[src/rtl/p1305_pkg.sv]
// Shared types, constants and helpers for the Poly1305 MAC block.
// No dependencies; every other file in rtl/ imports this package.
package p1305_pkg;

    localparam int LIMB_W = 26;
    localparam logic [63:0] CLAMP_LOW  = 64'h0fff_fffc_0fff_ffff;
    localparam logic [63:0] CLAMP_HIGH = 64'h0fff_fffc_0fff_fffc;
    localparam logic [31:0] LIMB_MASK  = 32'h03ff_ffff;
    localparam logic [31:0] LIMB_TOP   = 32'h0400_0000;

    // configuration register indexes
    localparam logic [1:0] REG_R_LOW  = 2'd0;
    localparam logic [1:0] REG_R_HIGH = 2'd1;
    localparam logic [1:0] REG_S_LOW  = 2'd2;
    localparam logic [1:0] REG_S_HIGH = 2'd3;

    typedef struct packed {
        logic [63:0] block_low;
        logic [63:0] block_high;
        logic [4:0]  byte_count;
        logic        is_last;
    } in_t;

    typedef struct packed {
        logic [63:0] tag_low;
        logic [63:0] tag_high;
    } out_t;

    typedef struct packed {
        logic [4:0][25:0] t;
        logic             absorb;
        logic             last;
    } cmd_t;

    typedef struct packed {
        logic [63:0] r_low;
        logic [63:0] r_high;
        logic [63:0] s_low;
        logic [63:0] s_high;
    } key_t;

    typedef enum logic [2:0] {
        ST_IDLE,
        ST_MUL,
        ST_FIN1,
        ST_FIN2,
        ST_FIN3
    } state_t;

endpackage

[src/rtl/p1305_cmdq.sv]
// Two-entry queue of classified blocks between front and back end.
// Depends on p1305_pkg.
module p1305_cmdq (
    input  logic            clk,
    input  logic            rst_n,
    input  logic            push,
    input  p1305_pkg::cmd_t din,
    output logic            full,
    input  logic            pop,
    output logic            empty,
    output p1305_pkg::cmd_t dout
);
    import p1305_pkg::*;

    cmd_t       mem_reg [2];
    logic       wp_reg, wp_next;
    logic       rp_reg, rp_next;
    logic [1:0] cnt_reg, cnt_next;
    logic       do_push, do_pop;

    assign full    = (cnt_reg == 2'd2);
    assign empty   = (cnt_reg == 2'd0);
    assign dout    = mem_reg[rp_reg];
    assign do_push = push && !full;
    assign do_pop  = pop && !empty;

    always_comb
    begin
        wp_next  = do_push ? ~wp_reg : wp_reg;
        rp_next  = do_pop ? ~rp_reg : rp_reg;
        cnt_next = cnt_reg + 2'(do_push) - 2'(do_pop);
    end

    always_ff @(posedge clk or negedge rst_n)
    begin
        if (!rst_n)
        begin
            wp_reg  <= 1'b0;
            rp_reg  <= 1'b0;
            cnt_reg <= 2'd0;
        end
        else
        begin
            wp_reg  <= wp_next;
            rp_reg  <= rp_next;
            cnt_reg <= cnt_next;
        end
    end

    always_ff @(posedge clk)
    begin
        if (do_push)
            mem_reg[wp_reg] <= din;
    end

endmodule

[config.mk]
export PLATFORM = sky130hd
export DESIGN_NAME = p1305_cmdq
export DESIGN_NICKNAME = d
export VERILOG_FILES = /design/src/rtl/p1305_pkg.sv /design/src/rtl/p1305_cmdq.sv
export SDC_FILE = /design/constraint.sdc
export NUM_CORES = 1
export LEC_CHECK = 0
export BUFFER_PORTS_ARGS = -buffer_cell sky130_fd_sc_hd__buf_4
export CORE_MARGIN = 3
export CORE_UTILIZATION = 31
export CTS_CLUSTER_SIZE = 16
export DETAILED_ROUTE_END_ITERATION = 6
export SLEW_MARGIN = 0
export SYNTH_ARGS = -nofsm -noshare
export SYNTH_HDL_FRONTEND = slang
export SYNTH_SLANG_ARGS = --single-unit
export TNS_END_PERCENT = 30
[constraint.sdc]
create_clock -name clk -period 8.08 [get_ports clk]
set_input_delay 1.212 -clock clk [delete_from_list [all_inputs] [get_ports clk]]
set_output_delay 1.212 -clock clk [all_outputs]
set_load 0.05 [all_outputs]
==> flow_summary.json <==
{
  "status": "finished, final reports clean",
  "vdd_ir_drop_max_uv": 271,
  "drtPass1Iterations": 4,
  "path_cells": "buf_4, mux2_2, buf_4",
  "post_cts_buffers": 0,
  "r2r_start": "cnt_reg[1]",
  "cap_violations": 0,
  "clk_pin_slew_ns": 0.06,
  "max_slew.worst_pin.slew_ns": 1.08,
  "antenna_found_initial": 0,
  "synth.distinct_cells": 15,
  "ys_ff_latch": 268,
  "final_util_pct": 42.1,
  "cts_resized": 0,
  "fmax_mhz": 263,
  "cts_tree": "built",
  "pwr-share-clk_pct": 21.5,
  "grt_pass1_wl_mm": 29.5,
  "slowest_delay_ns": 0.82,
  "synthTopCellsByCount": "edfxtp_1 (264), mux2_4 (70), mux2_2 (62)",
  "p_comb_share_pct": 44.0,
  "finalNonFillerCells": 1142,
  "power_frac_seq_pct": 34.6,
  "hold_viol_final": 0,
  "gp_congestion": 0.681,
  "diodes": 0,
  "overflow": 0,
  "pre_cts_ws_ns": 4.78,
  "clock_sinks": 268,
  "power.leakage_nw": 5.14,
  "largest_reg_flops": 264,
  "drt_iter0_markers": 258,
  "synth-edff-count": 264,
  "wl_mm": 20.1,
  "layout_setup_ws_ns": 4.28,
  "initial_core_util_pct": 31.5,
  "r2r_cells": 4,
  "worstPathRequired_ns": 6.87,
  "io_pins": 270,
  "yosysMostFrequentCell": "edfxtp_1",
  "rsz0062_at_grt": "no",
  "synthCells": 429,
  "min_path_type": "in -> async",
  "fin_setup_tns_ns": 0,
  "drt-vias-per-instance": 4.32,
  "ys.flop_type": "edfxtp_1",
  "syn_to_final_growth_pct": 33.5,
  "fp.dieArea_um2": 34500,
  "drive_gt1_share_pct": 61.1,
  "cts_buffer_depth": 3,
  "p_int_mw": 3.50,
  "clk_latency_ns": 0.53,
  "fin_crit_ns": 3.80,
  "synth.area.top_cells": "edfxtp_1 (79%), mux2_4 (11%), mux2_2 (7.0%), buf_6 (1.0%), dfrtp_1 (1.0%)",
  "syn_area_um2": 10000,
  "port_buffers": 269,
  "slowest_stage": "buf_4",
  "grt.total_usage_pct": 11.0,
  "cp.arrival_ns": 2.59,
  "relSlewSlack_pct": 28.1,
  "clock-root-buffer": "clkbuf_16",
  "power.density_nw_per_um2": 431,
  "fp.coreArea_um2": 31700,
  "async_reset_ff_share_pct": 1.49,
  "final_nets": 858,
  "place_inst": 1091,
  "grt_max_degree": 65,
  "cts_hold_buf": 0,
  "p_switching_mw": 2.26,
  "switching_share_pct": 39.2,
  "synth_top_area_share_pct": 79.2,
  "rr_endpoint": "mem_reg[0][104]",
  "skew_ns": 0.0127,
  "setup_viol_count_final": 0,
  "yosys.area.top_type": "edfxtp_1",
  "cts_max_level": 1,
  "drc": 0,
  "wl_per_cell_um": 17.6,
  "syn_nets": 567,
  "numCtsBuffers": 29,
  "dp_hpwl_mm": 13.3,
  "crit_path_max_fanout": 59,
  "fp.dieW_um": 186,
  "synth_area_per_cell_um2": 23.3,
  "cp-end-kind": "primary output",
  "finalMaxSlewViolations": 0,
  "vias": 4939,
  "rows": 65,
  "critPathKind": "reg -> out",
  "grt_pass1_vias": 5183,
  "synth_warnings": 0,
  "r2r_setup_slack_ns": 5.62,
  "ant_nets": 0,
  "seq_area_frac_synth_pct": 80.2,
  "finalCritPeriodShare_pct": 47.0,
  "startpoint_type": "flip-flop",
  "timing.critical_path.mode_cell": "buf_4",
  "die_y_um": 186
}
stage by stage:
| step | hold slack (ns) | total power, mW | instance area, um2 |
|---|---|---|---|
| detailed placement | 0.493 | 4.60 | 12500 |
| CTS | 0.433 | 5.85 | 13400 |
| finish | 0.463 | 5.76 | 13400 |
| global route | 0.437 | 6.01 | 13400 |
| floorplan | 0.461 | 3.95 | 10000 |
| global placement | 0.489 | 4.58 | 12500 |
cell families after synthesis:
family	count (synthesis)	synth area share [%]
xor gates and xnor gates	4	0.350
adders and majority gates	2	0.250
buffers and inverters	17	1.39
DFF	268	80.2
muxes	132	17.5
and+or+nand+nor	6	0.300
power groups by stage:
stage	Combinational [mW]	Clock, mW	Sequential (mW)
after detailed placement	2.58	0	2.02
after CTS	2.58	1.28	1.99
final	2.53	1.24	1.99
after floorplan	1.92	0	2.04
after global routing	2.66	1.34	2.02
after global placement	2.58	0	2.01
cell usage in the layout, fill, tap and decap left out, drive strengths merged:
cell	count
buf	275
edfxtp	264
mux2	132
clkbuf	38
clkinv	11
dfrtp	4
xnor2	3
inv	2
ha	2
nor2	2
nand2b	1
nand2	1
and3	1
nor2b	1
xor2	1
clkinvlp	1
bufinv	1
worst max-delay path, delay by kind of cell, from the launching register on:
| family | cells | cell delay (ns) |
|---|---|---|
| buf+inv | 2 | 1.01 |
| flops | 1 | 0.56 |
| mux | 1 | 0.43 |
final cells by class:
class                   count  area [um2]
fillers                  2822       18400
flip-flops and latches    268        8030
repair buffers            275        2060
multi-input cells         144        1850
clock buffers              38         810
well taps                 402         503
clock inverters            13        93.8
inverters                   2        7.51
metal layers:
layer	vias to the layer above	share of wire [%]	GRT usage, %
li1	2282	-	-
met1	2421	39	13.1
met2	198	48	18.2
met3	38	10	4.71
met4	0	2.8	3.22
met5	-	0	0
worst max-delay path by stage:
stage	startpoint	endpoint	depth (start not counted)
final	rp_reg	dout[10]	3
after global routing	rp_reg	dout[7]	3
after CTS	rp_reg	dout[7]	3
after detailed placement	rp_reg	dout[7]	3
after global placement	rp_reg	dout[1]	3
after floorplan	push	mem_reg[0][0]	2
Power figures use the tool's default switching activity.
