`src/rtl/p1305_pkg.sv`:
```
// Shared types, constants and helpers for the Poly1305 MAC block.
// No dependencies; every other file in rtl/ imports this package.
package p1305_pkg;

    localparam int LIMB_W = 26;
    localparam logic [63:0] CLAMP_LOW  = 64'h0fff_fffc_0fff_ffff;
    localparam logic [63:0] CLAMP_HIGH = 64'h0fff_fffc_0fff_fffc;
    localparam logic [31:0] LIMB_MASK  = 32'h03ff_ffff;
    localparam logic [31:0] LIMB_TOP   = 32'h0400_0000;

    // configuration register indexes
    localparam logic [1:0] REG_R_LOW  = 2'd0;
    localparam logic [1:0] REG_R_HIGH = 2'd1;
    localparam logic [1:0] REG_S_LOW  = 2'd2;
    localparam logic [1:0] REG_S_HIGH = 2'd3;

    typedef struct packed {
        logic [63:0] block_low;
        logic [63:0] block_high;
        logic [4:0]  byte_count;
        logic        is_last;
    } in_t;

    typedef struct packed {
        logic [63:0] tag_low;
        logic [63:0] tag_high;
    } out_t;

    typedef struct packed {
        logic [4:0][25:0] t;
        logic             absorb;
        logic             last;
    } cmd_t;

    typedef struct packed {
        logic [63:0] r_low;
        logic [63:0] r_high;
        logic [63:0] s_low;
        logic [63:0] s_high;
    } key_t;

    typedef enum logic [2:0] {
        ST_IDLE,
        ST_MUL,
        ST_FIN1,
        ST_FIN2,
        ST_FIN3
    } state_t;

endpackage

```
`src/rtl/p1305_tagq.sv`:
```
// Two-entry output queue for finished tags.
// Depends on p1305_pkg.
module p1305_tagq (
    input  logic            clk,
    input  logic            rst_n,
    input  logic            push,
    input  p1305_pkg::out_t din,
    output logic            full,
    input  logic            pop,
    output logic            empty,
    output p1305_pkg::out_t dout
);
    import p1305_pkg::*;

    out_t       mem_reg [2];
    logic       wp_reg, wp_next;
    logic       rp_reg, rp_next;
    logic [1:0] cnt_reg, cnt_next;
    logic       do_push, do_pop;

    assign full    = (cnt_reg == 2'd2);
    assign empty   = (cnt_reg == 2'd0);
    assign dout    = mem_reg[rp_reg];
    assign do_push = push && !full;
    assign do_pop  = pop && !empty;

    always_comb
    begin
        wp_next  = do_push ? ~wp_reg : wp_reg;
        rp_next  = do_pop ? ~rp_reg : rp_reg;
        cnt_next = cnt_reg + 2'(do_push) - 2'(do_pop);
    end

    always_ff @(posedge clk or negedge rst_n)
    begin
        if (!rst_n)
        begin
            wp_reg  <= 1'b0;
            rp_reg  <= 1'b0;
            cnt_reg <= 2'd0;
        end
        else
        begin
            wp_reg  <= wp_next;
            rp_reg  <= rp_next;
            cnt_reg <= cnt_next;
        end
    end

    always_ff @(posedge clk)
    begin
        if (do_push)
            mem_reg[wp_reg] <= din;
    end

endmodule

```
`config.mk`:
```
export PLATFORM = sky130hd
export DESIGN_NAME = p1305_tagq
export DESIGN_NICKNAME = d
export VERILOG_FILES = /design/src/rtl/p1305_pkg.sv /design/src/rtl/p1305_tagq.sv
export SDC_FILE = /design/constraint.sdc
export NUM_CORES = 1
export LEC_CHECK = 0
export BUFFER_PORTS_ARGS = -buffer_cell sky130_fd_sc_hd__buf_4
export CORE_ASPECT_RATIO = 1.2
export CORE_MARGIN = 4
export CORE_UTILIZATION = 23
export CTS_BUF_LIST = sky130_fd_sc_hd__clkbuf_16
export DETAILED_ROUTE_END_ITERATION = 12
export GPL_TIMING_DRIVEN = 0
export SLEW_MARGIN = 10
export SYNTH_ARGS = -nofsm -noshare
export SYNTH_HDL_FRONTEND = slang
export SYNTH_SLANG_ARGS = --single-unit
```
`constraint.sdc`:
```
create_clock -name clk -period 9.25 [get_ports clk]
set_clock_uncertainty 0.1 [all_clocks]
set_input_delay 1.3875 -clock clk [delete_from_list [all_inputs] [get_ports clk]]
set_output_delay 1.3875 -clock clk [all_outputs]
set_load 0.03 [all_outputs]
```
==> results of run 1 <==
[synthesized netlist by cell type (all sizes together)]
| library cell | count | area [um2] |
|---|---|---|
| mux2 | 128 | 1440 |
| nand2 | 1 | 3.75 |
| inv | 2 | 7.51 |
| edfxtp | 256 | 7690 |
| xor2 | 1 | 8.76 |
| nand2b | 1 | 6.26 |
| ha | 2 | 25.0 |
| nor2b | 1 | 6.26 |
| and3 | 1 | 6.26 |
| nor2 | 2 | 7.51 |
| buf | 14 | 151 |
| dfrtp | 4 | 100 |
| xnor2 | 3 | 26.3 |
[layout by cell type, fill, tap and decap left out, drive strengths merged]
cell type,Yosys,routed
buf,14,283
edfxtp,256,256
mux2,128,128
clkbuf,0,29
inv,2,11
clkinv,0,9
bufinv,0,4
dfrtp,4,4
xnor2,3,3
ha,2,2
nor2,2,2
diode,0,1
nand2b,1,1
nand2,1,1
and3,1,1
nor2b,1,1
xor2,1,1
clkinvlp,0,1
[routing by layer]
metal | global-route usage (%) | up-vias | wire (um)
met3 | 3.50 | 46 | 1910
li1 | - | 2254 | -
met1 | 9.31 | 2380 | 7620
met4 | 3.61 | 2 | 773
met2 | 15.6 | 170 | 10500
met5 | 0 | - | 20
[report_power, final]
part	switching, mW	internal, mW
clock network	0.447	0.677
registers	0.0527	1.61
logic	1.06	0.734
total	1.56	3.02
[worst min-delay path by stage]
stage | slack (ns) | cells after the start | from | endpoint
floorplan | 0.36 | 1 | wp_reg | wp_reg
global placement | 0.38 | 1 | wp_reg | wp_reg
CTS | 0.42 | 1 | cnt_reg[1] | cnt_reg[1]
detailed placement | 0.40 | 1 | cnt_reg[1] | cnt_reg[1]
finish | 0.41 | 1 | cnt_reg[1] | cnt_reg[1]
global route | 0.44 | 1 | cnt_reg[1] | cnt_reg[1]
[worst register-to-register path, delay by kind of cell (launching register included)]
kind	cells	cell delay (ns)
buffers and inverters	3	0.57
and+or+nand+nor	3	0.67
DFF	1	0.41
[layout make-up]
type	instances	area (um2)	share of cell area (%)
Antenna cell	1	2.50	0.0189
Buffer	14	151	1.14
Clock buffer	29	726	5.47
Clock inverter	23	214	1.61
Inverter	2	7.51	0.0566
Multi-Input combinational cell	140	1540	11.6
Sequential cell	260	7790	58.7
Tap cell	539	674	5.09
Timing Repair Buffer	269	2150	16.2
[logic make-up (layout without fill, tap and decap cells)]
logic type    after synthesis  after routing  synth area share [%]
xor+xnor                    4              4                 0.370
other cells                 0              1                     0
fa+ha+maj                   2              2                 0.264
simple gates                6              6                 0.317
buf+inv                    16            337                  1.68
mux                       128            128                  15.2
flops                     260            260                  82.2
==> impl_metrics.csv, run 1 <==
group,metric,value,unit
status,run_status,"finished, final reports clean",
clocking,clockRootBuffer,"sky130_fd_sc_hd__clkbuf_16",
die,number_of_standard_cell_rows_in_the_floorplan,81,
die,pin_count,262,
finish,final_layout_size_suffix_gt1_share,61.5,%
placed_design,placedInstanceArea,0.0123,mm2
die,die_x,193,um
sta,max_slew_margin,52.1,%
global_routing,first_global_vias,5303,
finish,area_delta_synth_final,39.9,%
logic_synthesis,syn-cell-area,0.00948,mm2
die,fp.dieH,230,um
detailed_routing,route.detailed.drc,0,
sta,timing_worst_slew_pin_value,0.718,ns
global_routing,grt_overflow,0,
clocking,tritoncts_clock_tree,"yes",
logic_synthesis,postSynthAreaPerCell,22.8,um2
clocking,cts_sinks,260,
critical_path,worstPathBufferInverterCount,3,
power,irDropWorstVdd,0.000155,V
critical_path,cpLargestDelayFamily,"buffers and inverters",
placed_design,pre_cts_ws,6.22,ns
die,floorplan.die_area,0.0445,mm2
sta,slew_viol_final,0,
critical_path,cp_cell_sequence,"buf_6, buf_6, mux2_2, buf_4",
critical_path,crit_path_end_kind,"output port",
sta,fin_hold_ws,0.411,ns
placed_design,gpl_congestion,0.676,
clocking,clk_latency,0.55,ns
global_routing,antenna_violations_before_repair,2,
critical_path,critical_path_s_most_frequent_cell,"sky130_fd_sc_hd__buf_6",
job,maxCapViolations,0,
detailed_routing,routed_wire_length_per_instance,16.3,um
finish,final_core_occ,32.5,%
sta,hold_viol,0,
critical_path,cp-endpoint,"dout[82]",
finish,largest_register_ff_count,256,
sta,finalWorstSetupSlack,5.83,ns
logic_synthesis,synthesis_warning_total,0,
critical_path,slowest_stage_delay_on_critical_path,0.40,ns
sta,minimum_clock_period_after_layout,3.42,ns
critical_path,criticalPathCategory,"register to output port",
clocking,ctsHtreeMaxLevel,1,
placed_design,numPortBuffers,261,
placed_design,numPlacedInstances,1224,
global_routing,grt.total_usage,8.77,%
die,initial_core_util,23.3,%
sta,layout_worst_path_cycle_share,37.0,%
critical_path,critical_path_arrival,1.94,ns
global_routing,grt_first_pass_wirelength,30.5,mm
global_routing,pin_count_of_the_biggest_net_entering_global_routing,52,
worst_hold_path,min_path_type,"register to register",
clocking,cts-buffers-inserted,28,
sta,total_negative_setup_slacks,0,ns
critical_path,slowest_stage,"sky130_fd_sc_hd__dfrtp_1",
critical_path,cp_max_fo,10,
power,leakagePower,4.89,nW
detailed_routing,drt_iter0_drc,208,
critical_path,worst_r2r_endpoint,"mem_reg[0][70]",
detailed_routing,drt_pre_antenna_iters,4,
critical_path,setup.worst_path.start_class,"register",
power,power.density,345,mW/mm2
sta,final-setup-viol-count,0,
logic_synthesis,number_of_nets_produced_by_synthesis,550,
finish,fillers,3948,
detailed_routing,route.detailed.vias_per_inst,3.80,
critical_path,worst-r2r-cell-count,6,
detailed_routing,drt-total-wl,20.9,mm
logic_synthesis,netlist_instances,416,
power,fin_total_pwr,4.57,mW
detailed_routing,vias,4852,
critical_path,regToRegSetupSlack,7.18,ns
critical_path,worstSetupPathDepth,4,
sta,highest_attainable_clock_frequency,292,MHz
clocking,worst_setup_hold_path_clk_slew,0.06,ns
finish,instances_no_fill,1277,
critical_path,r2r-start,"cnt_reg[1]",
finish,final_net_count,849,
clocking,cts.repair_timing.setup_buffer_count,0,
logic_synthesis,synth_seq_cells,260,
clocking,cts_hold_buffers,0,
clocking,post_cts_resized,0,
finish,design_area,0.0133,mm2
placed_design,dp_hpwl,14.5,mm
detailed_routing,antenna_violating_nets_post_route,0,
sta,rsz0062_at_grt,"false",
die,floorplan.core_area,0.0407,mm2
critical_path,critPathRequiredTime,7.76,ns
critical_path,setup.worst_path.start,"rp_reg",
clocking,clock_tree.buffer_depth,3,
logic_synthesis,seq_area_frac_synth,82.2,%
logic_synthesis,cell_variety_after_synth,14,
Note: power is estimated with default switching activity, not from simulation.
==> inputs of run 2 (changes only) <==
- clock period: 9.25 -> 3.6 ns (I/O delays scaled with it)
==> impl_metrics.csv, run 2 (same netlist as run 1, synthesis figures left out) <==
group,metric,value,unit
global_routing,antenna_violations_before_repair,0,
die,pin_count,262,
critical_path,critPathRequiredTime,2.96,ns
status,run_status,"finished, final reports clean",
finish,final-seq-area,0.00779,mm2
sta,hold_viol,0,
finish,final_net_count,850,
global_routing,grt_first_pass_wirelength,31.0,mm
critical_path,criticalPathCategory,"register to output port",
finish,area_delta_synth_final,39.5,%
power,total_switching_power,4.01,mW
detailed_routing,drt_pre_antenna_iters,4,
finish,fillers,4013,
clocking,cts-buffers-inserted,28,
detailed_routing,antenna_violating_nets_post_route,0,
power,power.switching_fraction,34.3,%
worst_hold_path,min_path_type,"input pin to register",
sta,layout_worst_path_cycle_share,70.9,%
sta,final-setup-viol-count,0,
die,fp.dieH,230,um
sta,minimum_clock_period_after_layout,2.55,ns
clocking,clk_latency,0.55,ns
placed_design,dp_hpwl,14.5,mm
critical_path,cp_max_fo,10,
die,number_of_standard_cell_rows_in_the_floorplan,81,
global_routing,grt.total_usage,8.88,%
critical_path,critical_path_arrival,1.91,ns
finish,largest_register_ff_count,256,
sta,highest_attainable_clock_frequency,392,MHz
sta,slew_viol_final,0,
critical_path,setup.worst_path.start_class,"register",
clocking,ctsHtreeMaxLevel,1,
die,floorplan.die_area,0.0445,mm2
detailed_routing,routed_wire_length_per_instance,16.4,um
clocking,tritoncts_clock_tree,"yes",
global_routing,grt_overflow,0,
clocking,worst_setup_hold_path_clk_slew,0.06,ns
die,floorplan.core_area,0.0407,mm2
critical_path,worst-r2r-cell-count,6,
clocking,cts_sinks,260,
detailed_routing,vias,4850,
job,maxCapViolations,0,
global_routing,first_global_vias,5225,
global_routing,pin_count_of_the_biggest_net_entering_global_routing,43,
power,pwr-share-seq,36.5,%
power,power.internal,7.68,mW
placed_design,numPortBuffers,261,
worst_hold_path,min_path_cells,1,
detailed_routing,drt-total-wl,20.9,mm
finish,antenna_cells_inserted,0,
power,power.density,884,mW/mm2
finish,final_core_occ,32.5,%
critical_path,crit_path_end_kind,"output port",
placed_design,numPlacedInstances,1224,
detailed_routing,route.detailed.drc,0,
sta,timing_worst_slew_pin_value,0.804,ns
finish,layout.cells.most_common,"sky130_fd_sc_hd__buf_4",
die,die_x,193,um
power,irDropWorstVdd,0.000501,V
finish,final_layout_size_suffix_gt1_share,61.7,%
power,pwr-share-clk,24.2,%
clocking,clock_tree.buffer_depth,3,
power,power.combinational.fraction,39.3,%
die,initial_core_util,23.3,%
detailed_routing,route.detailed.vias_per_inst,3.80,
placed_design,gpl_congestion,0.688,
finish,top_library_cells_by_usage_in_the_layout_fill_and_taps_aside,"sky130_fd_sc_hd__buf_4, sky130_fd_sc_hd__edfxtp_1, sky130_fd_sc_hd__mux2_2, sky130_fd_sc_hd__clkbuf_16, sky130_fd_sc_hd__buf_6",
sta,max_slew_margin,46.3,%
sta,rsz0062_at_grt,"false",
clocking,clockRootBuffer,"sky130_fd_sc_hd__clkbuf_16",
finish,multi_input_area,0.00154,mm2
detailed_routing,drt_iter0_drc,196,
finish,instances_no_fill,1275,
power,leakagePower,4.87,nW
==> run 2: area by class of cell <==
| type | instances | share of cell area, % |
|---|---|---|
| Buffer | 14 | 1.14 |
| Clock buffer | 29 | 5.49 |
| Clock inverter | 21 | 1.38 |
| Inverter | 2 | 0.0568 |
| Multi-Input combinational cell | 140 | 11.7 |
| Sequential cell | 260 | 58.9 |
| Tap cell | 539 | 5.10 |
| Timing Repair Buffer | 270 | 16.3 |
==> run 2: through the flow <==
step / power (mW) / instance area, um2 / TNS [ns] / hold slack (ns) / worst slack, ns
3_3_place_gp: 8.92 / 12100 / -152.39 / 0.239 / -0.946
4_1_cts: 11.9 / 13200 / 0 / 0.0211 / 0.927
3_5_place_dp: 9.04 / 12300 / 0 / 0.243 / 1.07
6_report: 11.7 / 13200 / 0 / 0.0700 / 1.05
5_1_grt: 12.3 / 13200 / 0 / 0.0264 / 0.910
2_1_floorplan: 7.25 / 9490 / 0 / 0.144 / 0.517
==> run 2: worst paths after layout <==
path                                 start              to  slack, ns
worst max-delay path                rp_reg        dout[81]       1.05
worst min-delay path                din[0]   mem_reg[1][0]       0.07
worst max register to register  cnt_reg[0]  mem_reg[0][69]       1.16
worst min register to register  cnt_reg[1]      cnt_reg[1]       0.40
max in group asynchronous            rst_n      cnt_reg[0]       3.06
min in group asynchronous            rst_n      cnt_reg[1]       0.23
==> run 2: critical path: stages, from the launching register on <==
cell	delay, ns
sky130_fd_sc_hd__dfrtp_1	0.39
sky130_fd_sc_hd__buf_6	0.23
sky130_fd_sc_hd__buf_6	0.20
sky130_fd_sc_hd__mux2_2	0.36
sky130_fd_sc_hd__buf_4	0.17
==> run 2: what timing repair did <==
action,4_1_cts,5_1_grt
resized for setup,0,0
hold endpoints to repair,4,0
hold buffers,1,0
setup buffers,0,0
==> run 2: routing by layer <==
metal	share of wire (%)	up-vias	track usage, %
li1	-	2264	-
met1	36	2385	9.59
met2	52	167	16.0
met3	9.6	34	3.61
met4	2.2	0	2.59
met5	0	-	0
==> run 2: power groups by stage <==
| stage | clock network, mW | logic, mW | registers, mW |
|---|---|---|---|
| after floorplan | 0 | 2.91 | 4.33 |
| after global placement | 0 | 4.53 | 4.39 |
| after detailed placement | 0 | 4.71 | 4.33 |
| after CTS | 2.95 | 4.73 | 4.27 |
| after global routing | 3.09 | 4.88 | 4.31 |
| final | 2.83 | 4.60 | 4.26 |
