$ cat src/rtl/p1305_pkg.sv
// Shared types, constants and helpers for the Poly1305 MAC block.
// No dependencies; every other file in rtl/ imports this package.
package p1305_pkg;

    localparam int LIMB_W = 26;
    localparam logic [63:0] CLAMP_LOW  = 64'h0fff_fffc_0fff_ffff;
    localparam logic [63:0] CLAMP_HIGH = 64'h0fff_fffc_0fff_fffc;
    localparam logic [31:0] LIMB_MASK  = 32'h03ff_ffff;
    localparam logic [31:0] LIMB_TOP   = 32'h0400_0000;

    // configuration register indexes
    localparam logic [1:0] REG_R_LOW  = 2'd0;
    localparam logic [1:0] REG_R_HIGH = 2'd1;
    localparam logic [1:0] REG_S_LOW  = 2'd2;
    localparam logic [1:0] REG_S_HIGH = 2'd3;

    typedef struct packed {
        logic [63:0] block_low;
        logic [63:0] block_high;
        logic [4:0]  byte_count;
        logic        is_last;
    } in_t;

    typedef struct packed {
        logic [63:0] tag_low;
        logic [63:0] tag_high;
    } out_t;

    typedef struct packed {
        logic [4:0][25:0] t;
        logic             absorb;
        logic             last;
    } cmd_t;

    typedef struct packed {
        logic [63:0] r_low;
        logic [63:0] r_high;
        logic [63:0] s_low;
        logic [63:0] s_high;
    } key_t;

    typedef enum logic [2:0] {
        ST_IDLE,
        ST_MUL,
        ST_FIN1,
        ST_FIN2,
        ST_FIN3
    } state_t;

endpackage

$ cat src/rtl/p1305_front.sv
// Front end: masks the block to its byte count, adds the pad bit and
// splits it into 26-bit limbs. Depends on p1305_pkg.
module p1305_front (
    input  p1305_pkg::in_t  blk,
    output p1305_pkg::cmd_t cmd
);
    import p1305_pkg::*;

    logic [4:0]   cnt;
    logic [127:0] data;
    logic [135:0] m;

    always_comb
    begin
        cnt  = (blk.byte_count > 5'd16) ? 5'd16 : blk.byte_count;
        data = {blk.block_high, blk.block_low};
        m    = '0;
        for (int b = 0; b < 16; b++)
        begin
            if (5'(b) < cnt)
                m[8*b +: 8] = data[8*b +: 8];
        end
        // pad bit sits just above the last valid byte
        for (int b = 1; b <= 16; b++)
        begin
            if (5'(b) == cnt)
                m[8*b] = 1'b1;
        end
        for (int i = 0; i < 5; i++)
            cmd.t[i] = m[26*i +: 26];
        cmd.absorb = (cnt != 5'd0);
        cmd.last   = blk.is_last;
    end

endmodule

$ cat config.mk
export PLATFORM = sky130hd
export DESIGN_NAME = p1305_front
export DESIGN_NICKNAME = d
export VERILOG_FILES = /design/src/rtl/p1305_pkg.sv /design/src/rtl/p1305_front.sv
export SDC_FILE = /design/constraint.sdc
export NUM_CORES = 1
export LEC_CHECK = 0
export BUFFER_PORTS_ARGS = -buffer_cell sky130_fd_sc_hd__clkbuf_2
export CORE_AREA = 2 2 102 104
export DETAILED_ROUTE_END_ITERATION = 16
export DIE_AREA = 0 0 104 106
export PLACE_DENSITY_LB_ADDON = 0.1
export SETUP_SLACK_MARGIN = 0.5
export SYNTH_ARGS = -nofsm -noshare
export SYNTH_HDL_FRONTEND = slang
export SYNTH_SLANG_ARGS = --single-unit
$ cat constraint.sdc
create_clock -name vclk -period 1.15
set_clock_uncertainty 0.2 [all_clocks]
set_input_delay 0 -clock vclk [all_inputs]
set_output_delay 0 -clock vclk [all_outputs]
set_load 0.005 [all_outputs]
==> results.txt, run 1 <==
GR Util met3 = 1.901%
Mapped Area = 1179 sq um
Tot GR Track Use = 11.18%
Final Cycle Share = 104.4%
antenna fix cells = 0
CP max FO = 5
GR Util met2 = 22.89%
largest area contributor in the netlist = nor2b_1
layout cells sized above 1 = 78.30%
RSZ-0062 raised after global routing = true
Fmax = 0.8330 GHz
Critical Path Source Type = input pin
clock period minus worst slack = 1.200 ns
Data arrival, critical path = 1.00 ns
post-synthesis sequential area ratio = 0%
first-pass GRT wire length = 10340 microns
Peak supply drop = 0.1154 mV
post-layout util = 36.02%
Pwr Total = 0.001318 W
initial antenna violation count = 0
Finished Cell Area = 3602 sq um
Cell Rows = 37
Detailed Route WL = 7332 microns
DRT Pass-1 Iters = 4
Top Ports = 266
input/output buffers = 263
seq_cells = 0
met1 Usage GRT = 12.47%
Post-Syn Nets = 326
outcome = finished, violations left
Gate Count Post-Synth = 192
clock buf count = 0
CP Capture Type = output pin
worst min-delay path class = in -> out
# DRC = 0
final setup violation count = 32
Final #Nets = 629
Setup WS post-layout = -0.05043 ns
share of the synthesized area in the top cell type = 42.99%
number of max-cap violations = 0
detail-routed via count per cell = 3.863
Initial Util = 11.79%
Yosys cell types = 32
vias in the first global route = 2169
Slew Viols, Final = 0
Worst Path Class, Setup = in -> out
Die Ht = 106 microns
DRT iter0 DRCs = 89
Area Overhead vs Synth = 205.6%
GPL Wtd Cong = 0.6885
Avg Cell Area, Syn = 6.139 sq um
Final HPWL DP = 6144 microns
total congestion overflow = 0
largest net degree at the start of global routing = 16
WL/cell = 11.66 microns
Power Dens Cells = 365.8 nW/um^2
WP data required = 0.95 ns
LEAKAGE = 2.036 nW
failing checks = negative hold slack, negative setup slack
fillcell total = 1093
Core Region = 10000 sq um
Commonest cells post-synth = nor2b_1, and2_1, nor2_1, nand2_1
top cells by area, synth = nor2b_1, and2_1, nor2_1, a21oi_1, a21oi_2
placed cell areas = 2944 sq um
Die Footprint = 11020 sq um
most common cell in the netlist = nor2b_1
Chip Width = 104 microns
register area = 0 sq um
hold slack = -0.2000 ns
global-route layer with the greatest usage = met2
Final ANT Viol Nets = 0
routed vias = 2430
endpoints failing hold = 1
total number of yosys warnings = 0
-- cell families after synthesis --
group | share of synthesized area, %
AND/OR/NAND/NOR | 75.80
buffers and inverters | 8.067
multiplexers | 2.229
other | 0.3182
AO/OA/AOI/OAI | 13.59
-- worst max-delay path, cell delays in order --
cell      delay (ns)
buf_8           0.10
or2_4           0.29
nor3_4          0.18
mux2_4          0.31
clkbuf_2        0.12
-- stage by stage --
step / setup TNS (ns) / hold slack [ns] / instances / setup WS, ns
floorplan: -0.008020 / -0.1192 / 192 / -0.008020
global placement: -5.492 / -0.1999 / 609 / -0.1558
detailed placement: -6.347 / -0.1999 / 609 / -0.1847
CTS: -1.304 / -0.1999 / 618 / -0.08168
global route: -3.049 / -0.2000 / 629 / -0.1157
finish: -0.8123 / -0.2000 / 629 / -0.05043
-- path summary, 6_finish.rpt --
check              start  endpoint  slack [ns]  cells past startpoint
setup / recovery  blk[5]   cmd[10]       -0.05                      5
hold / removal    blk[0]    cmd[0]       -0.20                      0
-- where the power goes --
part | internal (W) | leakage, nW | total, W | switching, W
Sequential | 0 | 0 | 0 | 0
Combinational | 0.000799 | 2.04 | 0.00132 | 0.000519
Clock | 0 | 0 | 0 | 0
Total | 0.000799 | 2.04 | 0.00132 | 0.000519
-- cells in the final DEF, fill, tap and decap left out, drive strengths merged, types with 2 or more instances in the layout --
| cell | Yosys | final |
|---|---|---|
| and2 | 30 | 30 |
| buf | 11 | 104 |
| a31oi | 3 | 3 |
| and2b | 3 | 3 |
| nand2 | 8 | 9 |
| clkbuf | 3 | 210 |
| nor2 | 12 | 12 |
| inv | 3 | 3 |
| nand3 | 3 | 3 |
| a21oi | 11 | 11 |
| a21o | 2 | 2 |
| nor3 | 4 | 4 |
| o21ai | 5 | 5 |
| mux2 | 2 | 2 |
| nor2b | 81 | 81 |
| or2 | 3 | 3 |
-- metal layers --
metal / share of wire [%] / up-vias
met5: 0 / -
met4: 0.50 / 0
met3: 8.2 / 4
met2: 57 / 131
met1: 34 / 1085
li1: - / 1210
-- final cells by class --
| type | count | area (sq um) | area share [%] |
|---|---|---|---|
| inverters | 3 | 11.26 | 0.3126 |
| well taps | 136 | 170.2 | 4.724 |
| multi-input cells | 176 | 1416 | 39.32 |
| repair buffers | 314 | 2004 | 55.64 |
-- timing repair --
| item | 4_1_cts | 5_1_grt |
|---|---|---|
| setup endpoints to repair | 130 | 130 |
| pin swaps | 15 | 24 |
| resized for setup | 56 | 103 |
| endpoints found under the hold margin | 1 | 1 |
| gates cloned | 1 | 2 |
| setup buffers | 8 | 9 |
(Power assumes the default switching activity.)
==> inputs of run 2 (changes only) <==
--- a/config.mk
+++ b/config.mk
@@ -5,10 +5,11 @@
 export SDC_FILE = /design/constraint.sdc
 export NUM_CORES = 1
 export LEC_CHECK = 0
+export ABC_AREA = 1
 export BUFFER_PORTS_ARGS = -buffer_cell sky130_fd_sc_hd__clkbuf_2
-export CORE_AREA = 2 2 102 104
+export CORE_AREA = 2 2 105 107
 export DETAILED_ROUTE_END_ITERATION = 16
-export DIE_AREA = 0 0 104 106
+export DIE_AREA = 0 0 107 109
 export PLACE_DENSITY_LB_ADDON = 0.1
 export SETUP_SLACK_MARGIN = 0.5
 export SYNTH_ARGS = -nofsm -noshare
==> results.txt, run 2 <==
outcome = finished, violations left
failing checks = negative hold slack
final setup violation count = 0
most frequent cells in the layout = clkbuf_2, inv_1, nor2_1, nand2_1, nor2_2
Initial Util = 12.26%
most common cell in the netlist = inv_1
Final #Nets = 737
multi-input logic area = 1126 sq um
worst hold endpoint = cmd[0]
WHS Path Cells = 0
placed cell areas = 3073 sq um
Detailed Route WL = 7252 microns
post-synthesis sequential area ratio = 0%
CP max FO = 5
Die Footprint = 11660 sq um
worst min-delay path class = in -> out
DRT Pass-1 Iters = 4
critical path, cell by cell = clkbuf_16, nor2_4, buf_4, nor2_4, buf_4, nand2_1, nand2_1, clkbuf_2
Worst Path Class, Setup = in -> out
detail-routed via count per cell = 3.565
share of the synthesized area in the top cell type = 36.09%
Critical Path Source Type = input pin
Yosys cell types = 21
number of max-cap violations = 0
WL/cell = 9.787 microns
Slew Viols, Final = 0
top cells by area, synth = inv_1, nor2_1, nand2_1, nand2_2, nand3_1
CP max stage delay = 0.18 ns
Commonest cells post-synth = inv_1, nor2_1, nand2_1, nand2_2, nand3_1
Die Ht = 109 microns
Avg Cell Area, Syn = 4.194 sq um
fillcell total = 1217
routed vias = 2642
clock buf count = 0
Final HPWL DP = 6496 microns
min-delay src = blk[0]
LEAKAGE = 2.509 nW
# DRC = 0
endpoints failing hold = 1
Tot GR Track Use = 10.76%
CP Capture Type = output pin
initial antenna violation count = 0
Final ANT Viol Nets = 0
WP data required = 0.95 ns
Finished Cell Area = 3518 sq um
leading cell type in the layout, fill and taps excluded = clkbuf_2
Final Cycle Share = 96.01%
Mapped Area = 1300 sq um
largest area contributor in the netlist = inv_1
Gate Count Post-Synth = 310
Area Overhead vs Synth = 170.6%
DRT iter0 DRCs = 67
setup tns final = 0 ns
Peak supply drop = 0.1194 mV
Fmax = 0.9057 GHz
Post-Syn Nets = 444
register area = 0 sq um
antenna fix cells = 0
Top Ports = 266
seq_cells = 0
input/output buffers = 263
largest net degree at the start of global routing = 10
Data arrival, critical path = 0.90 ns
GPL Wtd Cong = 0.7084
Power Dens Cells = 362.5 nW/um^2
Slowest-stage cell, CP = buf_4
Cell Rows = 38
hold slack = -0.2000 ns
total number of yosys warnings = 0
RSZ-0062 raised after global routing = true
vias in the first global route = 2223
first-pass GRT wire length = 10430 microns
Chip Width = 107 microns
Core Region = 10600 sq um
total congestion overflow = 0
layout cells sized above 1 = 62.73%
clock period minus worst slack = 1.104 ns
==> run 2: changes by cell type in the layout (fill, tap and decap cells not counted), sizes merged, moves of 4 or more <==
cell,before,now
a21oi,11,1
clkbuf,210,252
o21ai,5,9
buf,104,44
nand3,3,10
nor2,12,99
nand2,9,55
inv,3,126
and2,30,0
nor2b,81,0
nor3,4,0
==> run 2: worst max path at each step <==
stage,startpoint,endpoint,depth (start not counted)
4_1_cts,blk[5],cmd[25],6
6_report,blk[5],cmd[98],8
2_1_floorplan,blk[4],cmd[10],6
3_5_place_dp,blk[5],cmd[106],6
3_3_place_gp,blk[5],cmd[86],8
5_1_grt,blk[5],cmd[98],8
==> run 2: repair_timing <==
item                       in CTS  in global routing
setup buffers                   2                  9
cloned                          0                  0
hold endpoints to repair        1                  1
pin swaps                      18                 18
gates resized for setup        42                 56
setup endpoints to repair     130                129
==> run 2: where the power goes <==
group | internal [W] | switching (W) | total [W]
Combinational | 0.000655 | 0.000621 | 0.00128
Sequential | 0 | 0 | 0
Clock | 0 | 0 | 0
==> run 2: layer usage <==
metal | vias up | part of all wire (%) | global-route usage (%)
met5 | - | 0 | 0
met4 | 0 | 0.46 | 0.4638
met3 | 4 | 8.5 | 1.494
met2 | 134 | 55 | 21.97
met1 | 1096 | 36 | 12.32
li1 | 1408 | - | -
==> run 2: worst max-delay path, delay by kind of cell <==
| family | cells | cell delay (ns) |
|---|---|---|
| buffers and inverters | 4 | 0.58 |
| and+or+nand+nor | 4 | 0.32 |
==> run 2: per-stage QoR <==
stage / setup slack (ns) / hold slack (ns) / util (%) / instances / total power [W]
2_1_floorplan: 0.3537 / -0.1293 / - / 310 / 0.0004624
3_3_place_gp: -0.1182 / -0.1999 / 28.98 / 730 / 0.001109
3_5_place_dp: -0.1217 / -0.1999 / 28.98 / 730 / 0.001111
4_1_cts: 0.06525 / -0.1999 / 30.85 / 732 / 0.001192
5_1_grt: -0.009184 / -0.2000 / 33.18 / 741 / 0.001418
6_report: 0.04588 / -0.2000 / 33.18 / 741 / 0.001275
==> run 2: cell type report <==
type,instances,area share (%)
Timing Repair Buffer,296,48.01
Multi-Input combinational cell,177,32.01
Inverter,128,15.01
Tap cell,140,4.979
==> run 2: cell families after synthesis <==
| family | synth area share, % |
|---|---|
| AOI/OAI and AO/OA | 5.582 |
| other | 0.2885 |
| and+or+nand+nor | 54.38 |
| buffers and inverters | 39.75 |
==> inputs of run 3 (changes only) <==
--- a/config.mk
+++ b/config.mk
@@ -7,9 +7,9 @@
 export LEC_CHECK = 0
 export ABC_AREA = 1
 export BUFFER_PORTS_ARGS = -buffer_cell sky130_fd_sc_hd__clkbuf_2
-export CORE_AREA = 2 2 105 107
+export CORE_AREA = 10 10 96 98
 export DETAILED_ROUTE_END_ITERATION = 16
-export DIE_AREA = 0 0 107 109
+export DIE_AREA = 0 0 106 108
 export PLACE_DENSITY_LB_ADDON = 0.1
 export SETUP_SLACK_MARGIN = 0.5
 export SYNTH_ARGS = -nofsm -noshare
==> results.txt, run 3 (synthesis gave the netlist of run 2 again) <==
detail-routed via count per cell = 3.833
CP max FO = 8
routed vias = 2691
largest net degree at the start of global routing = 10
Final HPWL DP = 8145 microns
Peak supply drop = 0.1410 mV
RSZ-0062 raised after global routing = true
Final ANT Viol Nets = 0
Data arrival, critical path = 0.91 ns
first-pass GRT wire length = 13630 microns
DP Cell Count = 692
Worst Path Class, Setup = in -> out
failing checks = negative hold slack
Die Ht = 108 microns
CP Capture Type = output pin
Die Footprint = 11450 sq um
final setup violation count = 0
multi-input logic area = 1346 sq um
Final #Nets = 736
fin cells = 702
clock period minus worst slack = 1.114 ns
Slowest-stage cell, CP = a21oi_4
seq_cells = 0
clock buf count = 0
Chip Width = 106 microns
DRT Pass-1 Iters = 4
leading cell type in the layout, fill and taps excluded = clkbuf_2
antenna fix cells = 0
endpoints failing hold = 1
outcome = finished, violations left
WP data required = 0.95 ns
Critical Path Source Type = input pin
number of max-cap violations = 0
Buf+Inv Stages, Crit Path = 2
Final Cycle Share = 96.91%
Initial Util = 17.46%
critical path, cell by cell = clkbuf_16, nor2_4, nand2_4, a21oi_4, nor2_1, clkbuf_2
Cell Rows = 32
Power Dens Cells = 377.6 nW/um^2
Top delay family on crit path = simple AND/OR/NAND/NOR gates
LEAKAGE = 2.590 nW
post-layout util = 51.34%
initial antenna violation count = 0
Core Region = 7447 sq um
input/output buffers = 263
layout cells sized above 1 = 69.00%
most frequent cells in the layout = clkbuf_2, inv_1, buf_2, nor2_1, nor2_4
register area = 0 sq um
Top Ports = 266
GPL Wtd Cong = 0.8150
Area Overhead vs Synth = 194.1%
fillcell total = 797
Fmax = 0.8973 GHz
hold slack = -0.2000 ns
total congestion overflow = 0
CP max stage delay = 0.25 ns
worst min-delay path class = in -> out
DRT iter0 DRCs = 45
Slew Viols, Final = 0
setup tns final = 0 ns
Detailed Route WL = 9124 microns
WL/cell = 13.00 microns
vias in the first global route = 2817
# DRC = 0
Pwr Total = 0.001444 W
Tot GR Track Use = 14.03%
-- run 3: repair_timing --
action | CTS | global route
setup endpoints to repair | 130 | 130
gates resized for setup | 82 | 150
endpoints found under the hold margin | 1 | 1
pin swaps | 23 | 16
buffers inserted | 5 | 4
cloned | 1 | 0
-- run 3: metal layers --
metal  routed length, microns  global-route usage, %  share of wire (%)
met4                       52                 0.3868               0.57
met1                     3063                  13.37                 34
met2                     4957                  27.92                 54
met5                        0                      0                  0
met3                     1051                  6.841                 12
-- run 3: report_power, final --
| group | switching, W | internal (W) |
|---|---|---|
| clock | 0 | 0 |
| combinational | 0.000706 | 0.000738 |
| sequential | 0 | 0 |
| total | 0.000706 | 0.000738 |
-- run 3: layout make-up --
type                            count  share of cell area, %
Timing Repair Buffer              295                  47.28
Inverter                          128                  14.17
Tap cell                          102                  3.338
Multi-Input combinational cell    177                  35.21
-- run 3: worst paths after layout --
path / from / to / cells past startpoint
max: blk[4] / cmd[21] / 6
min: blk[0] / cmd[0] / 0
-- run 3: through the flow --
step / area, sq um / setup slack, ns
after global routing: 3824 / -0.04145
after CTS: 3427 / 0.008191
after detailed placement: 3025 / -0.1067
after floorplan: 1450 / 0.3537
after global placement: 3025 / -0.1037
final: 3824 / 0.03558
