[src/rtl/p1305_pkg.sv]
// Shared types, constants and helpers for the Poly1305 MAC block.
// No dependencies; every other file in rtl/ imports this package.
package p1305_pkg;

    localparam int LIMB_W = 26;
    localparam logic [63:0] CLAMP_LOW  = 64'h0fff_fffc_0fff_ffff;
    localparam logic [63:0] CLAMP_HIGH = 64'h0fff_fffc_0fff_fffc;
    localparam logic [31:0] LIMB_MASK  = 32'h03ff_ffff;
    localparam logic [31:0] LIMB_TOP   = 32'h0400_0000;

    // configuration register indexes
    localparam logic [1:0] REG_R_LOW  = 2'd0;
    localparam logic [1:0] REG_R_HIGH = 2'd1;
    localparam logic [1:0] REG_S_LOW  = 2'd2;
    localparam logic [1:0] REG_S_HIGH = 2'd3;

    typedef struct packed {
        logic [63:0] block_low;
        logic [63:0] block_high;
        logic [4:0]  byte_count;
        logic        is_last;
    } in_t;

    typedef struct packed {
        logic [63:0] tag_low;
        logic [63:0] tag_high;
    } out_t;

    typedef struct packed {
        logic [4:0][25:0] t;
        logic             absorb;
        logic             last;
    } cmd_t;

    typedef struct packed {
        logic [63:0] r_low;
        logic [63:0] r_high;
        logic [63:0] s_low;
        logic [63:0] s_high;
    } key_t;

    typedef enum logic [2:0] {
        ST_IDLE,
        ST_MUL,
        ST_FIN1,
        ST_FIN2,
        ST_FIN3
    } state_t;

endpackage

[src/rtl/p1305_regs.sv]
// APB register file holding the 256-bit one-time key.
// Depends on p1305_pkg.
module p1305_regs (
    input  logic                clk,
    input  logic                rst_n,
    input  logic                psel,
    input  logic                penable,
    input  logic                pwrite,
    input  logic [4:0]          paddr,
    input  logic [63:0]         pwdata,
    output logic [63:0]         prdata,
    output logic                pready,
    output p1305_pkg::key_t     key
);
    import p1305_pkg::*;

    key_t key_reg;
    key_t key_next;
    logic wr_en;

    assign pready = 1'b1;
    assign wr_en  = psel && penable && pwrite;
    assign key    = key_reg;

    always_comb
    begin
        key_next = key_reg;
        if (wr_en)
        begin
            case (paddr[4:3])
                REG_R_LOW:  key_next.r_low  = pwdata;
                REG_R_HIGH: key_next.r_high = pwdata;
                REG_S_LOW:  key_next.s_low  = pwdata;
                REG_S_HIGH: key_next.s_high = pwdata;
                default:    key_next = key_reg;
            endcase
        end
    end

    always_comb
    begin
        case (paddr[4:3])
            REG_R_LOW:  prdata = key_reg.r_low;
            REG_R_HIGH: prdata = key_reg.r_high;
            REG_S_LOW:  prdata = key_reg.s_low;
            REG_S_HIGH: prdata = key_reg.s_high;
            default:    prdata = 64'd0;
        endcase
    end

    always_ff @(posedge clk or negedge rst_n)
    begin
        if (!rst_n)
            key_reg <= '0;
        else
            key_reg <= key_next;
    end

endmodule

[config.mk]
export PLATFORM = sky130hd
export DESIGN_NAME = p1305_regs
export DESIGN_NICKNAME = d
export VERILOG_FILES = /design/src/rtl/p1305_pkg.sv /design/src/rtl/p1305_regs.sv
export SDC_FILE = /design/constraint.sdc
export NUM_CORES = 1
export LEC_CHECK = 0
export ABC_AREA = 1
export BUFFER_PORTS_ARGS = -buffer_cell sky130_fd_sc_hd__buf_2
export CAP_MARGIN = 10
export CORE_UTILIZATION = 45
export DETAILED_ROUTE_END_ITERATION = 16
export PLACE_DENSITY = 0.72
export SLEW_MARGIN = 0
export SYNTH_ARGS = -nofsm -noshare
export SYNTH_HDL_FRONTEND = slang
export SYNTH_SLANG_ARGS = --single-unit
[constraint.sdc]
create_clock -name clk -period 2.1 [get_ports clk]
set_input_delay 0.315 -clock clk [delete_from_list [all_inputs] [get_ports clk]]
set_output_delay 0.315 -clock clk [all_outputs]
set_load 0.1 [all_outputs]
==> flow_metrics.env, run 1 <==
export IMPL_status="finished clean"
export IMPL_grt_max_degree=69
export IMPL_ys_seq_elements=256
export IMPL_critPathSlowestCell="dfrtp_2"
export IMPL_cts_buffer_depth=3
export IMPL_htreeDepth=1
export IMPL_worst_slew_pin_slew_ns=0.5568
export IMPL_grt_pass1_wl_microns=61840
export IMPL_synth_area_leaders="dfrtp_1 (54%), nand2_1 (26%), nand3_1 (8.1%)"
export IMPL_syn_avg_cell_area_sq_um=8.113
export IMPL_cts_root_buffer_cell="clkbuf_16"
export IMPL_place_ws_ns=0.1991
export IMPL_hold_depth=3
export IMPL_yosys_area_top_type="dfrtp_1"
export IMPL_grt_ovfl_total=0
export IMPL_syn_area_sq_um=11900
export IMPL_max_freq_mhz=552.2
export IMPL_track_usage=0.2950
export IMPL_synth_top_family_by_area="simple AND/OR/NAND/NOR gates"
export IMPL_cts_tree="done"
export IMPL_start_util=0.4580
export IMPL_worst_setup_path_start_kind="flop"
export IMPL_wl_microns=40560
export IMPL_ir_drop_mv=1.035
export IMPL_layout_drive_gt1_share=0.4004
export IMPL_critPathMaxFanout=3
export IMPL_final_max_slew_viol_count=0
export IMPL_cts_sinks=256
export IMPL_relSlewSlack=0.6313
export IMPL_via_count=11719
export IMPL_rrSetupSlack_ns=1.41
export IMPL_synth_edf_count=0
export IMPL_synthArstFlopShare=1.000
export IMPL_clkTransAtPathRegs_ns=0.07
export IMPL_largest_reg_flops=256
export IMPL_first_iter_violations=990
export IMPL_rsz0062_at_grt="no"
export IMPL_worst_setup_path_end_kind="output port"
export IMPL_ys_flop_type="dfrtp_1"
export IMPL_die_width_microns=164.6
export IMPL_p_leak_nw=8.474
export IMPL_vias_per_cell=5.366
export IMPL_ys_seq_area_frac=0.5383
export IMPL_power_per_cell_area_nw_per_um2=1577
export IMPL_numPlacedInstances=2129
export IMPL_finalSetupViolations=0
export IMPL_ant_nets=0
export IMPL_synth_commonest_cells="nand2_1 (834), dfrtp_1 (256), nand3_1 (192), nand4_1 (64), buf_6 (48)"
export IMPL_synth_fa_ha_area_frac=0
export IMPL_final_hold_viol_count=0
export IMPL_critical_path_class="reg2out"
export IMPL_synthesis_nets=1541
export IMPL_fp_dieArea_sq_um=27100
export IMPL_power_total_mw=25.52
export IMPL_cts_made_buffers=26
export IMPL_cp_cell_sequence="nand3_1 -> nand4_1 -> buf_12"
export IMPL_grt_pass1_vias=11146
export IMPL_hp_class="in2reg"
export IMPL_fin_crit_sh=0.8624
export IMPL_area_growth_pct=35.97
export IMPL_yosys_warnings=0
export IMPL_drc=0
export IMPL_clock_latency_ns=0.52
export IMPL_synth_xor_area_frac=0
export IMPL_wl_per_cell_microns=18.57
export IMPL_layoutNonFillerInstCount=2184
export IMPL_num_nets_final=1897
export IMPL_grt_antenna_before_repair=6
export IMPL_layout_setup_ws_ns=0.2890
export IMPL_drv_cap=0
export IMPL_setup_tns_ns=0
export IMPL_synth_area_mux_share=0
export IMPL_dpl_hpwl_microns=26870
export IMPL_cts_resized=0
export IMPL_min_period_ns=1.811
export IMPL_required_ns=1.78
export IMPL_r2r_cells=2
export IMPL_core_sq_um=25980
export IMPL_synthCells=1467
export IMPL_firstDrtPassIters=8
export IMPL_synth_distinct_cells=17
export IMPL_slowest_delay_ns=0.43
export IMPL_io_buffers=390
export IMPL_fin_worst_skew_ns=0
export IMPL_synth_compound_area_frac=0
export IMPL_io_pins=395
export IMPL_place_gp_congestion=0.8671
export IMPL_rows=59
export IMPL_hold_slack_ns=0.02580
export IMPL_synth_top_cell_area_share=0.5383
export IMPL_synth_simple_area_share=0.3925
export IMPL_chipHeight_microns=164.6
export IMPL_cp_arrival_ns=1.50
export IMPL_yosysMostFrequentCell="nand2_1"
logic make-up (layout without fill, tap and decap cells):
| group | after synthesis | after routing |
|---|---|---|
| other | 1 | 7 |
| AND/OR/NAND/NOR | 1104 | 1104 |
| buffers and inverters | 106 | 482 |
| flip-flops | 256 | 256 |
power breakdown:
group          total, mW  internal [mW]  switching (mW)
Clock               4.89           2.97            1.92
Sequential          7.10           6.14           0.965
Combinational       13.5           2.29            11.2
worst max-delay path: cells and delay by family (launching register included):
family                 cells  cell delay (ns)
and+or+nand+nor            2             0.32
buffers and inverters      1             0.23
DFF                        1             0.43
cells in the final DEF, fill, tap and decap left out, types with 6 or more instances in the layout:
cell / n
nand3_1: 192
buf_12: 80
buf_4: 23
dfrtp_2: 252
clkbuf_1: 7
buf_2: 323
diode_2: 6
nand2_1: 834
nand4_1: 64
clkbuf_16: 27
clkbuf_8: 7
area by class of cell:
class                      count  area, sq um
clock inverter                 7        110.1
fill                        2170         9803
multi-input combinational   1105         4679
antenna                        6        15.01
inverter                       6        22.52
sequential                   256         6721
tap                          335        419.2
clock buffer                  41        798.3
timing repair buffer         428         3416
metrics by stage:
stage          utilization  instance area, sq um
4_1_cts             0.6222                 16170
6_report            0.6227                 16180
3_3_place_gp        0.5868                 15250
3_5_place_dp        0.5868                 15250
5_1_grt             0.6226                 16180
2_1_floorplan            -                 12240
what timing repair did:
action | CTS | global route
hold buffers | 1 | 0
buffers inserted | 0 | 0
endpoints found under the hold margin | 49 | 0
path summary, 6_finish.rpt:
| path | start | endpoint |
|---|---|---|
| min | pwdata[3] | key[195]$_DFFE_PN0P_ |
| max in group asynchronous | rst_n | key[69]$_DFFE_PN0P_ |
| max reg2reg | key[158]$_DFFE_PN0P_ | key[158]$_DFFE_PN0P_ |
| max | key[41]$_DFFE_PN0P_ | prdata[41] |
| min reg2reg | key[28]$_DFFE_PN0P_ | key[28]$_DFFE_PN0P_ |
| min in group asynchronous | rst_n | key[216]$_DFFE_PN0P_ |
layer usage:
metal  track usage  up-vias  part of all wire
met5             0        -                 0
met4        0.1168        0             0.031
met3       0.06529       85             0.092
met2        0.4914      567              0.49
met1        0.3730     5677              0.39
li1              -     5390                 -
Power figures use the tool's default switching activity.
==> run 2: changes to the inputs <==
- clock period: 2.1 -> 1.7 ns (I/O delays scaled with it)
==> run 2 against run 1 <==
The flow now finishes with violations (negative setup slack). Total power grew 30%. Combinational power increased by 28%. Clock skew stayed put. Final cell count is 4.4% higher. Sequential share of layout area is 3.3 points lower. First-iteration DRC count decreased by 11%. Final area grew 16%. Largest cell class unchanged.
==> flow_metrics.env, run 2 (synthesized netlist as in run 1, its figures left out) <==
export IMPL_power_per_cell_area_nw_per_um2=1767
export IMPL_ant_nets=0
export IMPL_p_leak_nw=9.116
export IMPL_seqCellArea_sq_um=7157
export IMPL_drc=0
export IMPL_track_usage=0.3144
export IMPL_critPathSlowestCell="dfrtp_4"
export IMPL_drv_cap=0
export IMPL_htreeDepth=1
export IMPL_finalSetupViolations=43
export IMPL_relSlewSlack=0.6001
export IMPL_worst_setup_path_end_kind="output port"
export IMPL_vias_per_cell=5.433
export IMPL_status="finished, violations left"
export IMPL_power_total_mw=33.09
export IMPL_die_width_microns=164.6
export IMPL_area_growth_pct=57.32
export IMPL_grt_antenna_before_repair=2
export IMPL_io_pins=395
export IMPL_clock_latency_ns=0.53
export IMPL_place_ws_ns=0.1102
export IMPL_ir_drop_mv=1.462
export IMPL_final_cell_mix="nand2_1 (834), buf_2 (310), nand3_2 (182), dfrtp_4 (174), buf_12 (95)"
export IMPL_rrSetupSlack_ns=0.74
export IMPL_critical_path_class="reg2out"
export IMPL_hp_class="in2reg"
export IMPL_fp_dieArea_sq_um=27100
export IMPL_rsz0062_at_grt="yes"
export IMPL_final_hold_viol_count=0
export IMPL_start_util=0.4580
export IMPL_layout_drive_gt1_share=0.4931
export IMPL_final_common_cell="nand2_1"
export IMPL_chipHeight_microns=164.6
export IMPL_min_period_ns=1.844
export IMPL_slowest_delay_ns=0.49
export IMPL_cp_arrival_ns=1.59
export IMPL_rows=59
export IMPL_dpl_hpwl_microns=27890
export IMPL_placed_area_sq_um=16800
export IMPL_final_max_slew_viol_count=0
export IMPL_grt_pass1_wl_microns=65900
export IMPL_worst_slew_pin_slew_ns=0.5999
export IMPL_place_gp_congestion=0.8319
export IMPL_cp_cell_sequence="nand3_2 -> nand4_1 -> buf_12"
export IMPL_violations="negative setup slack"
export IMPL_cts_sinks=256
export IMPL_max_freq_mhz=542.2
export IMPL_hold_slack_ns=0.1963
export IMPL_core_sq_um=25980
export IMPL_cts_made_buffers=28
export IMPL_io_buffers=390
export IMPL_layoutNonFillerInstCount=2280
export IMPL_required_ns=1.44
export IMPL_n_fill_cell=1872
export IMPL_via_count=12388
export IMPL_cts_root_buffer_cell="clkbuf_16"
export IMPL_wl_microns=43270
export IMPL_fin_worst_skew_ns=0
export IMPL_numPlacedInstances=2137
export IMPL_multi_input_area_sq_um=5590
export IMPL_grt_ovfl_total=0
export IMPL_design_area_sq_um=18720
export IMPL_worst_setup_path_start_kind="flop"
export IMPL_layout_setup_ws_ns=-0.1444
export IMPL_firstDrtPassIters=5
export IMPL_clkTransAtPathRegs_ns=0.06
export IMPL_fin_crit_sh=1.085
export IMPL_grt_max_degree=65
export IMPL_first_iter_violations=879
export IMPL_wl_per_cell_microns=18.98
export IMPL_critPathMaxFanout=2
export IMPL_largest_reg_flops=256
export IMPL_cts_tree="done"
export IMPL_num_nets_final=1997
export IMPL_cts_buffer_depth=3
export IMPL_grt_pass1_vias=12183
-- run 2: changes by cell type in the layout (fill, tap and decap cells not counted), sizes merged --
cell,before,now
bufinv,3,4
dlygate4sd3,1,65
buf,427,455
diode,6,2
clkinv,4,3
clkbuf,41,46
clkinvlp,0,3
-- run 2: worst max-delay path: cells and delay by family, from the launching register on --
kind,cells,cell delay (ns)
flip-flops,1,0.49
AND/OR/NAND/NOR,2,0.30
buffers and inverters,1,0.25
-- run 2: timing repair --
action | in CTS | in global routing
pin swaps | 105 | 36
setup endpoints to repair | 63 | 71
endpoints found under the hold margin | 302 | 0
buffers inserted | 13 | 13
resized for setup | 16 | 9
hold buffers | 65 | 0
-- run 2: final cells by class --
class                   count  area share
flip-flops and latches    256      0.3822
multi-input cells        1105      0.2986
repair buffers            526      0.2424
clock buffers              40     0.04417
well taps                 335     0.02239
clock inverters            10    0.008420
inverters                   6    0.001470
diodes                      2   0.0002673
-- run 2: path summary, 6_finish.rpt --
check                                     start                   end  cells past startpoint
max in group asynchronous                 rst_n  key[176]$_DFFE_PN0P_                      3
min reg2reg                key[232]$_DFFE_PN0P_  key[232]$_DFFE_PN0P_                      2
min                                    paddr[4]    key[9]$_DFFE_PN0P_                      5
min in group asynchronous                 rst_n  key[240]$_DFFE_PN0P_                      2
max                         key[67]$_DFFE_PN0P_             prdata[3]                      3
max reg2reg                 key[31]$_DFFE_PN0P_   key[31]$_DFFE_PN0P_                      4
-- run 2: per-stage QoR --
step | utilization | TNS [ns]
6_report | 0.7205 | -1.029
5_1_grt | 0.7205 | -3.532
4_1_cts | 0.7157 | -1.846
3_5_place_dp | 0.6465 | 0
3_3_place_gp | 0.6465 | 0
2_1_floorplan | - | -13.57
-- run 2: layer usage --
layer / up-vias / track usage / part of all wire
li1: 5588 / - / -
met1: 6020 / 0.4019 / 0.39
met2: 655 / 0.5214 / 0.48
met3: 125 / 0.05801 / 0.085
met4: 0 / 0.1376 / 0.037
met5: - / 0 / 0
-- run 2: where the power goes --
part           total, mW  leakage [nW]  switching [mW]  internal (mW)
Sequential          9.36          2.91            1.38           7.98
Combinational       17.3          5.73            14.1           3.23
Clock               6.41         0.475            2.44           3.97
Total               33.1          9.12            17.9           15.2
==> run 3: changes to the inputs <==
- CORE_ASPECT_RATIO: default -> 1.5
==> run 3 against run 2 <==
The run still ends with negative setup slack left. Sequential share of layout area rose by 0.82 points. Wire length fell by 2.0%. Clock skew did not move. Fmax rose by 5.3%. Die area barely moved. Highest routed layer unchanged. Largest power group unchanged. Combinational power barely moved. Sequential power barely moved. Utilization fell by 1.2 points. Final cell count fell by 1.4%. Global-route usage rose by 0.11 points. Non-clock buffer count fell by 22.
==> flow_metrics.env, run 3 (synthesized netlist as in run 1, its figures left out) <==
export IMPL_cell_internal_pwr_mw=14.43
export IMPL_final_max_slew_viol_count=0
export IMPL_critPathMaxFanout=3
export IMPL_start_util=0.4603
export IMPL_layout_drive_gt1_share=0.4888
export IMPL_worst_setup_path_end_kind="output port"
export IMPL_clock_latency_ns=0.51
export IMPL_cp_arrival_ns=1.50
export IMPL_place_gp_congestion=0.8109
export IMPL_area_growth_pct=54.02
export IMPL_ir_drop_mv=1.257
export IMPL_vias_per_cell=5.383
export IMPL_clkTransAtPathRegs_ns=0.06
export IMPL_io_buffers=390
export IMPL_first_iter_violations=722
export IMPL_cts_made_buffers=24
export IMPL_switching_power_mw=17.71
export IMPL_cp_cell_sequence="nand3_2 -> nand4_1 -> buf_12"
export IMPL_critical_path_class="reg2out"
export IMPL_n_fill_cell=1900
export IMPL_cts_buffer_depth=3
export IMPL_switching_share=0.5510
export IMPL_chipHeight_microns=201.2
export IMPL_via_count=12107
export IMPL_drv_cap=0
export IMPL_placed_area_sq_um=16730
export IMPL_final_cell_mix="nand2_1 (831), buf_2 (323), nand3_2 (181), dfrtp_4 (174), buf_12 (92)"
export IMPL_ant_nets=0
export IMPL_largest_reg_flops=256
export IMPL_multi_input_area_sq_um=5593
export IMPL_pwr_share_clk=0.177
export IMPL_cts_sinks=256
export IMPL_die_width_microns=134.8
export IMPL_dpl_hpwl_microns=27250
export IMPL_violations="negative setup slack"
export IMPL_fin_crit_sh=1.030
export IMPL_numPlacedInstances=2131
export IMPL_final_hold_viol_count=0
export IMPL_grt_pass1_wl_microns=67080
export IMPL_layoutNonFillerInstCount=2249
export IMPL_grt_ovfl_total=0
export IMPL_cts_root_buffer_cell="clkbuf_16"
export IMPL_fin_worst_skew_ns=0
export IMPL_final_common_cell="nand2_1"
export IMPL_status="finished, violations left"
export IMPL_num_nets_final=1971
export IMPL_core_sq_um=25850
export IMPL_slowest_delay_ns=0.49
export IMPL_seq_power_share=0.291
export IMPL_design_area_sq_um=18330
export IMPL_critPathSlowestCell="dfrtp_4"
export IMPL_firstDrtPassIters=5
export IMPL_layout_setup_ws_ns=-0.05138
export IMPL_rsz0062_at_grt="yes"
export IMPL_drc=0
export IMPL_cts_tree="done"
export IMPL_required_ns=1.44
export IMPL_relSlewSlack=0.5949
export IMPL_p_leak_nw=8.933
export IMPL_max_freq_mhz=571.0
export IMPL_p_comb_frac=0.533
export IMPL_seqCellArea_sq_um=7157
export IMPL_power_per_cell_area_nw_per_um2=1753
export IMPL_finalSetupViolations=16
export IMPL_min_period_ns=1.751
export IMPL_wl_per_cell_microns=18.86
export IMPL_wl_microns=42410
export IMPL_io_pins=395
export IMPL_track_usage=0.3155
export IMPL_htreeDepth=1
export IMPL_grt_max_degree=65
export IMPL_worst_slew_pin_slew_ns=0.6077
export IMPL_fp_dieArea_sq_um=27120
export IMPL_worst_setup_path_start_kind="flop"
export IMPL_grt_pass1_vias=12341
export IMPL_grt_antenna_before_repair=1
export IMPL_rows=72
export IMPL_hp_class="in2reg"
## run 3: power groups by stage
stage | logic (mW) | clock network (mW) | registers (mW)
floorplan | 4.23 | 0 | 18.4
global placement | 16.8 | 0 | 9.37
detailed placement | 16.9 | 0 | 9.39
CTS | 17.1 | 5.74 | 9.31
global route | 17.7 | 5.98 | 9.48
finish | 17.1 | 5.67 | 9.34
## run 3: final cells by class
cell class | instances | share of cell area
clock inverter | 10 | 0.006962
sequential | 256 | 0.3904
timing repair buffer | 504 | 0.2344
clock buffer | 34 | 0.03870
tap | 333 | 0.02273
multi-input combinational | 1105 | 0.3051
inverter | 6 | 0.001502
antenna | 1 | 0.0001365
## run 3: critical path, delay by kind of cell (launching register included)
kind                   cells  cell delay [ns]
flip-flops                 1             0.49
AND/OR/NAND/NOR            2             0.26
buffers and inverters      1             0.23
## run 3: metrics by stage
stage / setup slack, ns / power (mW) / setup TNS [ns] / utilization / hold slack, ns
floorplan: -0.4300 / 22.62 / -13.57 / - / -0.04059
global placement: 0.1251 / 26.16 / 0 / 0.6471 / 0.2098
detailed placement: 0.08226 / 26.34 / 0 / 0.6471 / 0.2137
CTS: -0.07223 / 32.15 / -0.4334 / 0.7062 / 0.001858
global route: -0.08481 / 33.11 / -2.230 / 0.7090 / 0.01082
finish: -0.05138 / 32.14 / -0.1690 / 0.7090 / 0.01838
## run 3: worst paths after layout
kind	start	end	slack [ns]	cells after the start
max reg2reg	key[150]$_DFFE_PN0P_	key[150]$_DFFE_PN0P_	0.70	4
max	key[22]$_DFFE_PN0P_	prdata[22]	-0.05	3
min in group asynchronous	rst_n	key[69]$_DFFE_PN0P_	0.24	2
max in group asynchronous	rst_n	key[45]$_DFFE_PN0P_	0.80	3
min reg2reg	key[233]$_DFFE_PN0P_	key[233]$_DFFE_PN0P_	0.49	2
min	pwdata[48]	key[176]$_DFFE_PN0P_	0.02	3
## run 3: what timing repair did
item | 4_1_cts | 5_1_grt
hold buffers | 62 | 0
setup endpoints to repair | 43 | 62
hold endpoints to repair | 247 | 0
pin swaps | 63 | 42
buffers inserted | 4 | 7
gates resized for setup | 9 | 4
## run 3: per-layer routing
metal / global-route usage / up-vias / part of all wire
met5: 0 / - / 0
li1: - / 5526 / -
met1: 0.3804 / 5895 / 0.38
met2: 0.5490 / 566 / 0.51
met3: 0.04485 / 120 / 0.068
met4: 0.1509 / 0 / 0.046
